==> config.mk <==
export PLATFORM = sky130hd
export DESIGN_NAME = sbpr_ctrl
export DESIGN_NICKNAME = d
export VERILOG_FILES = /design/src/rtl/core/sbpr_pkg.sv /design/src/rtl/core/sbpr_ctrl.sv
export SDC_FILE = /design/constraint.sdc
export NUM_CORES = 1
export LEC_CHECK = 0
export BUFFER_PORTS_ARGS = -buffer_cell sky130_fd_sc_hd__buf_2
export CAP_MARGIN = 20
export CORE_ASPECT_RATIO = 1.25
export CORE_MARGIN = 10
export CORE_UTILIZATION = 48
export DETAILED_ROUTE_END_ITERATION = 10
export PLACE_DENSITY = 0.74
export SYNTH_ARGS = -nofsm -noshare
export SYNTH_HDL_FRONTEND = slang
export SYNTH_SLANG_ARGS = --single-unit
==> constraint.sdc <==
create_clock -name i_clk -period 1.9 [get_ports i_clk]
set_clock_uncertainty 0.1 [all_clocks]
set_input_delay 0.57 -clock i_clk [delete_from_list [all_inputs] [get_ports i_clk]]
set_output_delay 0.57 -clock i_clk [all_outputs]
set_load 0.02 [all_outputs]
==> src/rtl/core/sbpr_pkg.sv <==
// ----------------------------------------------------------------------------
// sbpr_pkg
// Shared types and constants of the broadside phase reference block.
// ----------------------------------------------------------------------------
package sbpr_pkg;

    // configuration port
    localparam int CFG_IDX_W  = 3;
    localparam int CFG_DATA_W = 32;

    typedef enum logic [CFG_IDX_W-1:0] {
        REG_MODE          = 3'd0,
        REG_NUM_ROWS      = 3'd1,
        REG_NUM_COLS      = 3'd2,
        REG_RANGE_SPACING = 3'd3,
        REG_ALONG_STEP    = 3'd4,
        REG_TWO_OVER_WL   = 3'd5
    } t_reg_idx;

    // register field widths
    localparam int DIM_CFG_W = 13;
    localparam int DIST_W    = 24;
    localparam int TOW_W     = 32;

    // register reset values
    localparam logic [DIM_CFG_W-1:0] RST_NUM_ROWS  = 13'd1;
    localparam logic [DIM_CFG_W-1:0] RST_NUM_COLS  = 13'd1;
    localparam logic [DIST_W-1:0]    RST_SPACING   = 24'd65536;
    localparam logic [DIST_W-1:0]    RST_STEP      = 24'd65536;
    localparam logic [TOW_W-1:0]     RST_TOW       = 32'd4194304;

    // phase word: 2^-16 turn, saturating
    localparam int                  PHASE_W   = 44;
    localparam logic [PHASE_W-1:0]  PHASE_MAX = 44'hFFF_FFFF_FFFF;
    localparam int                  PH_SHIFT  = 23;
    localparam int                  FRAC_W    = 16;

    // multiply-accumulate chunk
    localparam int CHUNK_W = 16;

    // rotator
    localparam int                  ANGLE_W   = 32;
    localparam int                  ATAN_N    = 32;
    localparam int                  CX_TOP    = 37;   // sample scale exponent plus width
    localparam int                  CX_W      = 40;
    localparam int                  Z_W       = 34;
    localparam int                  GAIN_K_W  = 24;
    localparam logic [GAIN_K_W-1:0] GAIN_K    = 24'd10188014;

    // arctangent of 2^-i in 2^-32 turn
    function automatic logic [ANGLE_W-1:0] atan_turn(input logic [4:0] idx);
        logic [ANGLE_W-1:0] v;
        case (idx)
            5'd0:  v = 32'h20000000;
            5'd1:  v = 32'h12E4051E;
            5'd2:  v = 32'h09FB385B;
            5'd3:  v = 32'h051111D4;
            5'd4:  v = 32'h028B0D43;
            5'd5:  v = 32'h0145D7E1;
            5'd6:  v = 32'h00A2F61E;
            5'd7:  v = 32'h00517C55;
            5'd8:  v = 32'h0028BE53;
            5'd9:  v = 32'h00145F2F;
            5'd10: v = 32'h000A2F98;
            5'd11: v = 32'h000517CC;
            5'd12: v = 32'h00028BE6;
            5'd13: v = 32'h000145F3;
            5'd14: v = 32'h0000A2FA;
            5'd15: v = 32'h0000517D;
            5'd16: v = 32'h000028BE;
            5'd17: v = 32'h0000145F;
            5'd18: v = 32'h00000A30;
            5'd19: v = 32'h00000518;
            5'd20: v = 32'h0000028C;
            5'd21: v = 32'h00000146;
            5'd22: v = 32'h000000A3;
            5'd23: v = 32'h00000051;
            5'd24: v = 32'h00000029;
            5'd25: v = 32'h00000014;
            5'd26: v = 32'h0000000A;
            5'd27: v = 32'h00000005;
            5'd28: v = 32'h00000003;
            5'd29: v = 32'h00000001;
            5'd30: v = 32'h00000001;
            default: v = 32'h00000000;
        endcase
        return v;
    endfunction

    // controller states
    typedef enum logic [10:0] {
        S_IDLE  = 11'b000_0000_0001,
        S_SEED  = 11'b000_0000_0010,
        S_MULX  = 11'b000_0000_0100,
        S_MULR  = 11'b000_0000_1000,
        S_SUM   = 11'b000_0001_0000,
        S_ROOT  = 11'b000_0010_0000,
        S_PHMUL = 11'b000_0100_0000,
        S_PHFIN = 11'b000_1000_0000,
        S_ROT   = 11'b001_0000_0000,
        S_GAIN  = 11'b010_0000_0000,
        S_DONE  = 11'b100_0000_0000
    } t_state;

    // controller to datapath
    typedef struct packed {
        logic capture;
        logic seed;
        logic mac_step;
        logic mac_to_r;
        logic sum;
        logic root_step;
        logic root_last;
        logic ph_fin;
        logic rot_step;
        logic gain;
        logic out_load;
    } t_cmd;

    // datapath to controller
    typedef struct packed {
        logic out_free;
    } t_stat;

endpackage

==> src/rtl/core/sbpr_ctrl.sv <==
// ----------------------------------------------------------------------------
// sbpr_ctrl
// Sequencer: in reference mode, seed, squares, root, phase, rotation per item.
// ----------------------------------------------------------------------------
module sbpr_ctrl #(
    parameter int NX     = 3,
    parameter int S_W    = 38,
    parameter int STAGES = 16,
    parameter int STEP_W = 6
) (
    input  logic               i_clk,
    input  logic               i_rst_n,
    input  logic               i_in_valid,
    output logic               o_in_stall,
    input  logic               i_mode,
    input  sbpr_pkg::t_stat    i_stat,
    output sbpr_pkg::t_cmd     o_cmd,
    output logic [STEP_W-1:0]  o_step
);
    import sbpr_pkg::*;

    localparam logic [STEP_W-1:0] NX_LAST   = STEP_W'(NX - 1);
    localparam logic [STEP_W-1:0] ROOT_LAST = STEP_W'(S_W - 1);
    localparam logic [STEP_W-1:0] ROT_LAST  = STEP_W'(STAGES - 1);

    t_state            r_state, n_state;
    logic [STEP_W-1:0] r_step, n_step;
    t_cmd              cmd;

    // next state and commands
    always_comb begin
        n_state = r_state;
        n_step  = r_step;
        cmd     = '0;
        case (r_state)
            S_IDLE: begin
                n_step = '0;
                if (i_in_valid) begin
                    cmd.capture = 1'b1;
                    n_state     = i_mode ? S_SEED : S_DONE;
                end
            end
            S_SEED: begin
                cmd.seed = 1'b1;
                n_state  = S_MULX;
            end
            S_MULX: begin
                cmd.mac_step = 1'b1;
                if (r_step == NX_LAST) begin
                    cmd.mac_to_r = 1'b1;
                    n_state      = S_MULR;
                    n_step       = '0;
                end else begin
                    n_step = r_step + 1'b1;
                end
            end
            S_MULR: begin
                cmd.mac_step = 1'b1;
                if (r_step == NX_LAST) begin
                    n_state = S_SUM;
                    n_step  = '0;
                end else begin
                    n_step = r_step + 1'b1;
                end
            end
            S_SUM: begin
                cmd.sum = 1'b1;
                n_state = S_ROOT;
            end
            S_ROOT: begin
                cmd.root_step = 1'b1;
                if (r_step == ROOT_LAST) begin
                    cmd.root_last = 1'b1;
                    n_state       = S_PHMUL;
                    n_step        = '0;
                end else begin
                    n_step = r_step + 1'b1;
                end
            end
            S_PHMUL: begin
                cmd.mac_step = 1'b1;
                if (r_step == NX_LAST) begin
                    n_state = S_PHFIN;
                    n_step  = '0;
                end else begin
                    n_step = r_step + 1'b1;
                end
            end
            S_PHFIN: begin
                cmd.ph_fin = 1'b1;
                n_state    = S_ROT;
            end
            S_ROT: begin
                cmd.rot_step = 1'b1;
                if (r_step == ROT_LAST) begin
                    n_state = S_GAIN;
                    n_step  = '0;
                end else begin
                    n_step = r_step + 1'b1;
                end
            end
            S_GAIN: begin
                cmd.gain = 1'b1;
                n_state  = S_DONE;
            end
            S_DONE: begin
                if (i_stat.out_free) begin
                    cmd.out_load = 1'b1;
                    n_state      = S_IDLE;
                end
            end
            default: begin
                n_state = S_IDLE;
                n_step  = '0;
            end
        endcase
    end

    // state registers
    always_ff @(posedge i_clk) begin
        if (!i_rst_n) begin
            r_state <= S_IDLE;
            r_step  <= '0;
        end else begin
            r_state <= n_state;
            r_step  <= n_step;
        end
    end

    assign o_in_stall = (r_state != S_IDLE);
    assign o_cmd      = cmd;
    assign o_step     = r_step;

endmodule

==> flow_metrics.py, run 1 <==
metrics = {
    "place": {
        "place_congestion": 0.899,
        "dp.cells": 233,
        "placed_cell_area_mm2": 0.00168,
        "dp_hpwl_mm": 2.84,
        "numPortBuffers": 22,
    },
    "yosys": {
        "synthesis.instances": 138,
        "synth.distinct_cells": 44,
        "yosys_warnings": 0,
        "synth_edf_count": 0,
        "syn-num-nets": 146,
        "ys_seq_elements": 17,
        "yosysSeqAreaShare": 0.297,
        "syn_area_mm2": 0.00114,
        "synth_area_per_cell_um2": 8.30,
        "async_flop_share": 0,
        "synth_ff_type": "dfxtp_1",
    },
    "clock_network": {
        "htreeDepth": 1,
        "cts-hold-fix-buffers": 0,
        "cts_buffers": 3,
        "clock_path_buffers": 2,
        "ctsRootBufferMaster": "clkbuf_4",
        "clock-sinks": 17,
    },
    "floorplanning": {
        "die_w_um": 63.7,
        "die_y_um": 74.6,
        "rows": 19,
        "start_util": 0.512,
        "io_pins": 23,
    },
    "sta": {
        "worst_path_end_type": "primary output",
        "grt-worst-endpoint": "o_cmd[7]",
    },
    "global_route": {
        "grt_max_degree": 14,
    },
    "status": {
        "lastStage": "global routing (5_1_grt)",
        "status": "aborted with a tool error",
        "toolErrorMsg": "[ERROR DPL-0038] Utilization greater than 100%, impossible to legalize",
    },
}
per-stage QoR:
stage                     setup WS (ps)  hold WS, ps  utilization
after global placement             -169          460        0.753
after detailed placement           -252          471        0.753
after CTS                          -420          397        0.936
after floorplan                    -114          393            -
synthesized netlist by cell type (2+ instances only):
cell type	count	area share
nor4_4	3	0.056
nor4_1	2	0.011
xor2_1	3	0.023
o21ai_0	8	0.035
nor4b_1	3	0.023
or3_1	3	0.016
nand2_1	12	0.039
o21a_1	4	0.026
nand4_1	5	0.027
and2_1	4	0.022
dfxtp_1	17	0.30
nor2b_1	7	0.038
nand3_1	5	0.022
nor3b_1	2	0.013
nor3_1	5	0.022
buf_2	4	0.017
nor2_1	11	0.036
a21oi_1	3	0.013
a21o_1	2	0.013
ha_1	3	0.033
inv_1	8	0.026
a21boi_0	2	0.013
cells by family after synthesis:
logic type | after synthesis | synth area share
AOI/OAI and AO/OA | 27 | 0.175
buffers and inverters | 14 | 0.0503
DFF | 17 | 0.297
xor gates and xnor gates | 3 | 0.0230
and+or+nand+nor | 73 | 0.413
muxes | 1 | 0.00874
adders and majority gates | 3 | 0.0328
timing repair:
action,4_1_cts
setup buffers,22
cloned,0
gates resized for setup,64
endpoints found under the hold margin,0
endpoints found under the setup margin,27
pin swaps,11
==> run 2: changes to the inputs <==
Settings changed: CORE_AREA from default to 10 10 71 73, CORE_ASPECT_RATIO 1.25 to default, CORE_MARGIN 10 to default, CORE_UTILIZATION 48 to default, DIE_AREA from default to 0 0 81 83, PLACE_DENSITY 0.74 to default, PLACE_DENSITY_LB_ADDON from default to 0.15.
Clock period 1.9 ns to 2.47 ns, I/O delays scaled along.
==> flow_metrics.py, run 2 <==
metrics = {
    "drt": {
        "wire_per_inst_um": 14.6,
        "drcViolationCount": 0,
        "num_vias": 1140,
        "vias_per_cell": 5.14,
        "routed_wl_mm": 3.25,
        "drtIter0Drc": 83,
        "dr.pass1.iters": 4,
        "ant_nets": 0,
    },
    "setup_path": {
        "reg2reg_slack_ps": 300,
        "crit_family": "simple AND/OR/NAND/NOR gates",
        "cp_cell_sequence": "nor4_4, nand3b_1, nor3b_2, nor2b_1, buf_4",
        "crit_path_max_fanout": 4,
        "crit_type": "reg -> out",
        "end_kind": "output pin",
        "path_buf_inv": 1,
        "worst_r2r_path_depth": 8,
        "max_stage_delay_ps": 360,
        "startpoint_type": "register",
        "rr_endpoint": "o_step[3]",
        "worstSetupStartpoint": "r_state[0]",
        "cp_data_required_time_ps": 1630,
        "slowest_stage": "dfxtp_2",
        "critical_path_depth": 5,
        "setup.worst_path.end": "o_cmd[7]",
        "worstPathArrival_ps": 1600,
        "r2r_start": "r_state[2]",
    },
    "yosys": {
        "syn-num-nets": 146,
        "synth_compound_area_frac": 0.175,
        "synthTopCellsByCount": "dfxtp_1 (17), nand2_1 (12), nor2_1 (11)",
        "synthAdderAreaFrac": 0.0328,
        "synthesis.instances": 138,
        "synth_area_leaders": "dfxtp_1 (30%), nor4_4 (5.6%), nand2_1 (3.9%), nor2b_1 (3.8%), nor2_1 (3.6%)",
        "synth_top_family_by_area": "simple AND/OR/NAND/NOR gates",
        "synth-simple-area-share": 0.413,
        "ys_seq_elements": 17,
        "yosys_warnings": 0,
        "synth_ff_type": "dfxtp_1",
        "synth_top_area_frac": 0.297,
        "synth_top_area_cell": "dfxtp_1",
        "synth_edf_count": 0,
        "syn_area_mm2": 0.00114,
        "synth.distinct_cells": 44,
        "synth.most_common_cell": "dfxtp_1",
        "async_flop_share": 0,
        "synthXorXnorAreaFrac": 0.0230,
        "yosysSeqAreaShare": 0.297,
        "synthMuxAreaShare": 0.00874,
        "synth_area_per_cell_um2": 8.30,
    },
    "clock_network": {
        "clkLatencyLatePin_ps": 260,
        "clock_path_buffers": 2,
        "htreeDepth": 1,
        "cts_tree": "done",
        "ctsRootBufferMaster": "clkbuf_8",
        "clk_pin_slew_ps": 70,
        "clock-sinks": 17,
        "cts_buffers": 3,
    },
    "place": {
        "numPortBuffers": 22,
        "dp.cells": 215,
        "placed_cell_area_mm2": 0.00138,
        "pre_cts_ws_ps": 204,
        "place_congestion": 0.838,
        "dp_hpwl_mm": 2.54,
    },
    "sta": {
        "min_period_ps": 2440,
        "final.setup.worst_slack_ps": 25.1,
        "setup_violations": 0,
        "min_period_over_period": 0.990,
        "rsz0062_at_grt": "yes",
        "totalNegativeSetupSlack_ps": 0,
        "hold_viol_final": 0,
        "fin_hold_ws_ps": 439,
        "max_freq_ghz": 0.409,
        "slew_headroom": 0.616,
        "worstMarginPinSlew_ps": 575,
        "finalMaxSlewViolations": 0,
    },
    "power_and_ir_drop": {
        "p_int_mw": 0.495,
        "seqPwrFrac": 0.424,
        "swShare": 0.311,
        "p_leak_nw": 0.705,
        "clockPowerShare": 0.300,
        "total_power_mw": 0.719,
        "p_per_area_mw_per_mm2": 478,
        "comb_power_share": 0.277,
        "vdd_drop_max_mv": 0.298,
        "power.net_switching_mw": 0.224,
    },
    "layout": {
        "regMostFlops": "r_state",
        "largest_reg_flops": 11,
        "finalInstanceArea_mm2": 0.00151,
        "fin_nets": 183,
        "final_cell_mix": "buf_2 (20), buf_4 (17), nand2_1 (12)",
        "diodes": 0,
        "drive_gt1_frac": 0.379,
        "final_cell_count_no_fill": 222,
        "num-fill-cells": 390,
        "syn2layout_area_growth_pct": 31.5,
        "layout_commonest_cell": "buf_2",
        "utilization": 0.414,
    },
    "floorplanning": {
        "io_pins": 23,
        "die_w_um": 81,
        "die_y_um": 83,
        "rows": 22,
        "start_util": 0.315,
        "die_area_mm2": 0.00672,
        "design.core.area_mm2": 0.00363,
    },
    "global_route": {
        "overflow": 0,
        "track_usage": 0.102,
        "grt_pass1_wl_mm": 5.58,
        "antenna_found_initial": 0,
        "grt_max_degree": 14,
        "grt_pass1_vias": 1143,
    },
    "hold_path": {
        "min-delay-path-class": "reg -> reg",
        "holdPathStages": 2,
    },
    "job": {
        "drv_cap": 0,
    },
    "status": {
        "status": "finished clean",
    },
}
==> run 2: final cells by class <==
cell class	instances	area [µm²]	share of cell area
clock buffer	4	45.0	0.0299
inverter	9	33.8	0.0224
tap	48	60.1	0.0399
timing repair buffer	37	228	0.151
sequential	17	348	0.231
multi-input combinational	107	791	0.525
==> run 2: worst min path at each step <==
stage | from | end | slack [ps]
detailed placement | o_step[2] | o_step[2] | 450
floorplan | r_state[2] | r_state[2] | 450
CTS | o_step[2] | o_step[2] | 460
global route | r_state[3] | r_state[4] | 450
global placement | o_step[2] | o_step[2] | 440
finish | r_state[3] | r_state[4] | 440
==> run 2: cell families after synthesis <==
kind of cell    Yosys count
simple gates             73
buf+inv                  14
xor+xnor                  3
compound gates           27
fa+ha+maj                 3
mux                       1
flops                    17
==> run 2: layer usage <==
metal / vias to the layer above / wire length (µm) / share of wire / global-route usage
met5: - / 0 / 0 / 0
met4: 0 / 62 / 0.019 / 0.0376
met3: 7 / 128 / 0.039 / 0.0237
met2: 23 / 1580 / 0.49 / 0.163
met1: 546 / 1480 / 0.45 / 0.128
li1: 564 / - / - / -
==> run 2: power by group through the flow <==
stage                     registers (mW)  clock network [mW]  logic (mW)
after floorplan                    0.297                   0       0.113
after CTS                          0.300               0.222       0.187
after global placement             0.305                   0       0.176
final                              0.305               0.216       0.199
after global routing               0.306               0.234       0.220
after detailed placement           0.305                   0       0.174
==> run 2: repair_timing <==
item / CTS / global route
resized for setup: 5 / 11
hold buffers: 0 / 0
cloned: 0 / 0
setup endpoints to repair: 7 / 10
pin swaps: 1 / 5
setup buffers: 1 / 2
==> run 2: worst min-delay path: cells and delay by family, from the launching register on <==
family / cells / cell delay (ps)
DFF: 1 / 380
and+or+nand+nor: 1 / 50
buffers and inverters: 1 / 70
(Power assumes the default switching activity.)
==> run 3: changes to the inputs <==
--- a/constraint.sdc
+++ b/constraint.sdc
@@ -3,3 +3,3 @@
 set_input_delay 0.741 -clock i_clk [delete_from_list [all_inputs] [get_ports i_clk]]
 set_output_delay 0.741 -clock i_clk [all_outputs]
-set_load 0.02 [all_outputs]
+set_load 0.05 [all_outputs]
==> flow_metrics.py, run 3 (synthesis gave the netlist of run 2 again) <==
metrics = {
    "layout": {
        "final_cell_mix": "buf_4 (15), buf_2 (12), nand2_1 (10), dfxtp_1 (10), nor2_1 (9)",
        "diodes": 0,
        "fin_nets": 182,
        "largest_reg_flops": 11,
        "drive_gt1_frac": 0.445,
        "syn2layout_area_growth_pct": 41.5,
        "layout_commonest_cell": "buf_4",
        "regMostFlops": "r_state",
    },
    "setup_path": {
        "r2r_start": "r_state[2]",
        "crit_path_max_fanout": 4,
        "cp_data_required_time_ps": 1630,
        "startpoint_type": "register",
        "worst_r2r_path_depth": 8,
        "rr_endpoint": "o_step[3]",
        "worstPathArrival_ps": 1600,
        "reg2reg_slack_ps": 270,
        "crit_type": "reg -> out",
        "end_kind": "output pin",
    },
    "power_and_ir_drop": {
        "comb_power_share": 0.345,
        "vdd_drop_max_mv": 0.139,
        "power.net_switching_mw": 0.265,
        "swShare": 0.337,
        "p_leak_nw": 0.725,
        "seqPwrFrac": 0.387,
        "clockPowerShare": 0.268,
        "total_power_mw": 0.786,
        "p_int_mw": 0.521,
        "p_per_area_mw_per_mm2": 485,
    },
    "place": {
        "dp_hpwl_mm": 2.54,
        "place_congestion": 0.808,
        "pre_cts_ws_ps": 91.8,
        "numPortBuffers": 22,
    },
    "hold_path": {
        "min_from": "o_step[2]",
        "holdPathStages": 2,
        "worstHoldEndpoint": "o_step[2]",
        "min-delay-path-class": "reg -> reg",
    },
    "sta": {
        "finalMaxSlewViolations": 0,
        "totalNegativeSetupSlack_ps": 0,
        "min_period_over_period": 0.988,
        "max_freq_ghz": 0.410,
        "hold_viol_final": 0,
        "setup_violations": 0,
        "final.setup.worst_slack_ps": 29.6,
        "fin_hold_ws_ps": 469,
        "rsz0062_at_grt": "yes",
        "min_period_ps": 2440,
        "worstMarginPinSlew_ps": 536,
        "slew_headroom": 0.642,
    },
    "drt": {
        "num_vias": 1124,
        "vias_per_cell": 5.09,
        "wire_per_inst_um": 15.4,
        "drtIter0Drc": 32,
        "ant_nets": 0,
        "routed_wl_mm": 3.40,
        "dr.pass1.iters": 4,
        "drcViolationCount": 0,
    },
    "clock_network": {
        "cts_buffers": 3,
        "clkLatencyLatePin_ps": 250,
        "cts-hold-fix-buffers": 0,
        "clock-sinks": 17,
        "ctsRootBufferMaster": "clkbuf_8",
        "clock_path_buffers": 2,
        "cts_tree": "done",
        "htreeDepth": 1,
        "clk_pin_slew_ps": 70,
    },
    "global_route": {
        "grt_pass1_wl_mm": 5.40,
        "grt_max_degree": 14,
        "track_usage": 0.0981,
        "antenna_found_initial": 0,
        "overflow": 0,
        "grt_pass1_vias": 1110,
    },
    "floorplanning": {
        "design.core.area_mm2": 0.00363,
        "start_util": 0.315,
        "io_pins": 23,
        "rows": 22,
        "die_area_mm2": 0.00672,
        "die_w_um": 81,
        "die_y_um": 83,
    },
    "job": {
        "drv_cap": 0,
    },
    "status": {
        "status": "finished clean",
    },
}
==> run 3: worst max path at each step <==
| stage | start | endpoint | cells past startpoint |
|---|---|---|---|
| floorplan | r_state[4] | o_cmd[10] | 3 |
| global placement | r_state[4] | o_cmd[4] | 5 |
| detailed placement | r_state[4] | o_cmd[4] | 5 |
| CTS | r_state[5] | o_cmd[7] | 5 |
| global route | r_state[5] | o_cmd[7] | 5 |
| finish | r_state[5] | o_cmd[7] | 5 |
==> run 3: stage by stage <==
step / area, µm² / util / cells
2_1_floorplan: 1170 / - / 138
4_1_cts: 1520 / 0.419 / 220
3_3_place_gp: 1410 / 0.388 / 216
6_report: 1620 / 0.446 / 221
5_1_grt: 1620 / 0.446 / 221
3_5_place_dp: 1410 / 0.388 / 216
==> run 3: layout make-up <==
class                      instances  area (µm²)
timing repair buffer              36         285
clock buffer                       3        41.3
fill                             377        2010
sequential                        17         352
inverter                           9        33.8
clock inverter                     1        5.00
multi-input combinational        107         843
tap                               48        60.1
==> run 3: power by group through the flow <==
stage / logic (mW) / registers [mW] / clock network [mW]
detailed placement: 0.223 / 0.303 / 0
floorplan: 0.147 / 0.298 / 0
finish: 0.271 / 0.304 / 0.211
global placement: 0.222 / 0.303 / 0
CTS: 0.235 / 0.298 / 0.215
global route: 0.290 / 0.306 / 0.231
==> run 3: repair_timing <==
action | CTS | global route
buffers inserted | 0 | 1
gates resized for setup | 18 | 30
endpoints found under the setup margin | 11 | 13
pin swaps | 2 | 4
==> run 3: layer usage <==
| layer | wire length, µm | part of all wire | track usage | vias to the layer above |
|---|---|---|---|---|
| met5 | 0 | 0 | 0 | - |
| met4 | 36 | 0.011 | 0.0282 | 0 |
| met3 | 147 | 0.043 | 0.0248 | 4 |
| met2 | 1740 | 0.51 | 0.164 | 19 |
| met1 | 1480 | 0.44 | 0.118 | 532 |
| li1 | - | - | - | 569 |
==> run 3: worst max-delay path, stage by stage, from the launching register on <==
cell and delay [ps]:
dfxtp_1 350, nor4_4 290, nand3b_1 170, nor3b_2 210, nor2b_4 170, buf_6 160
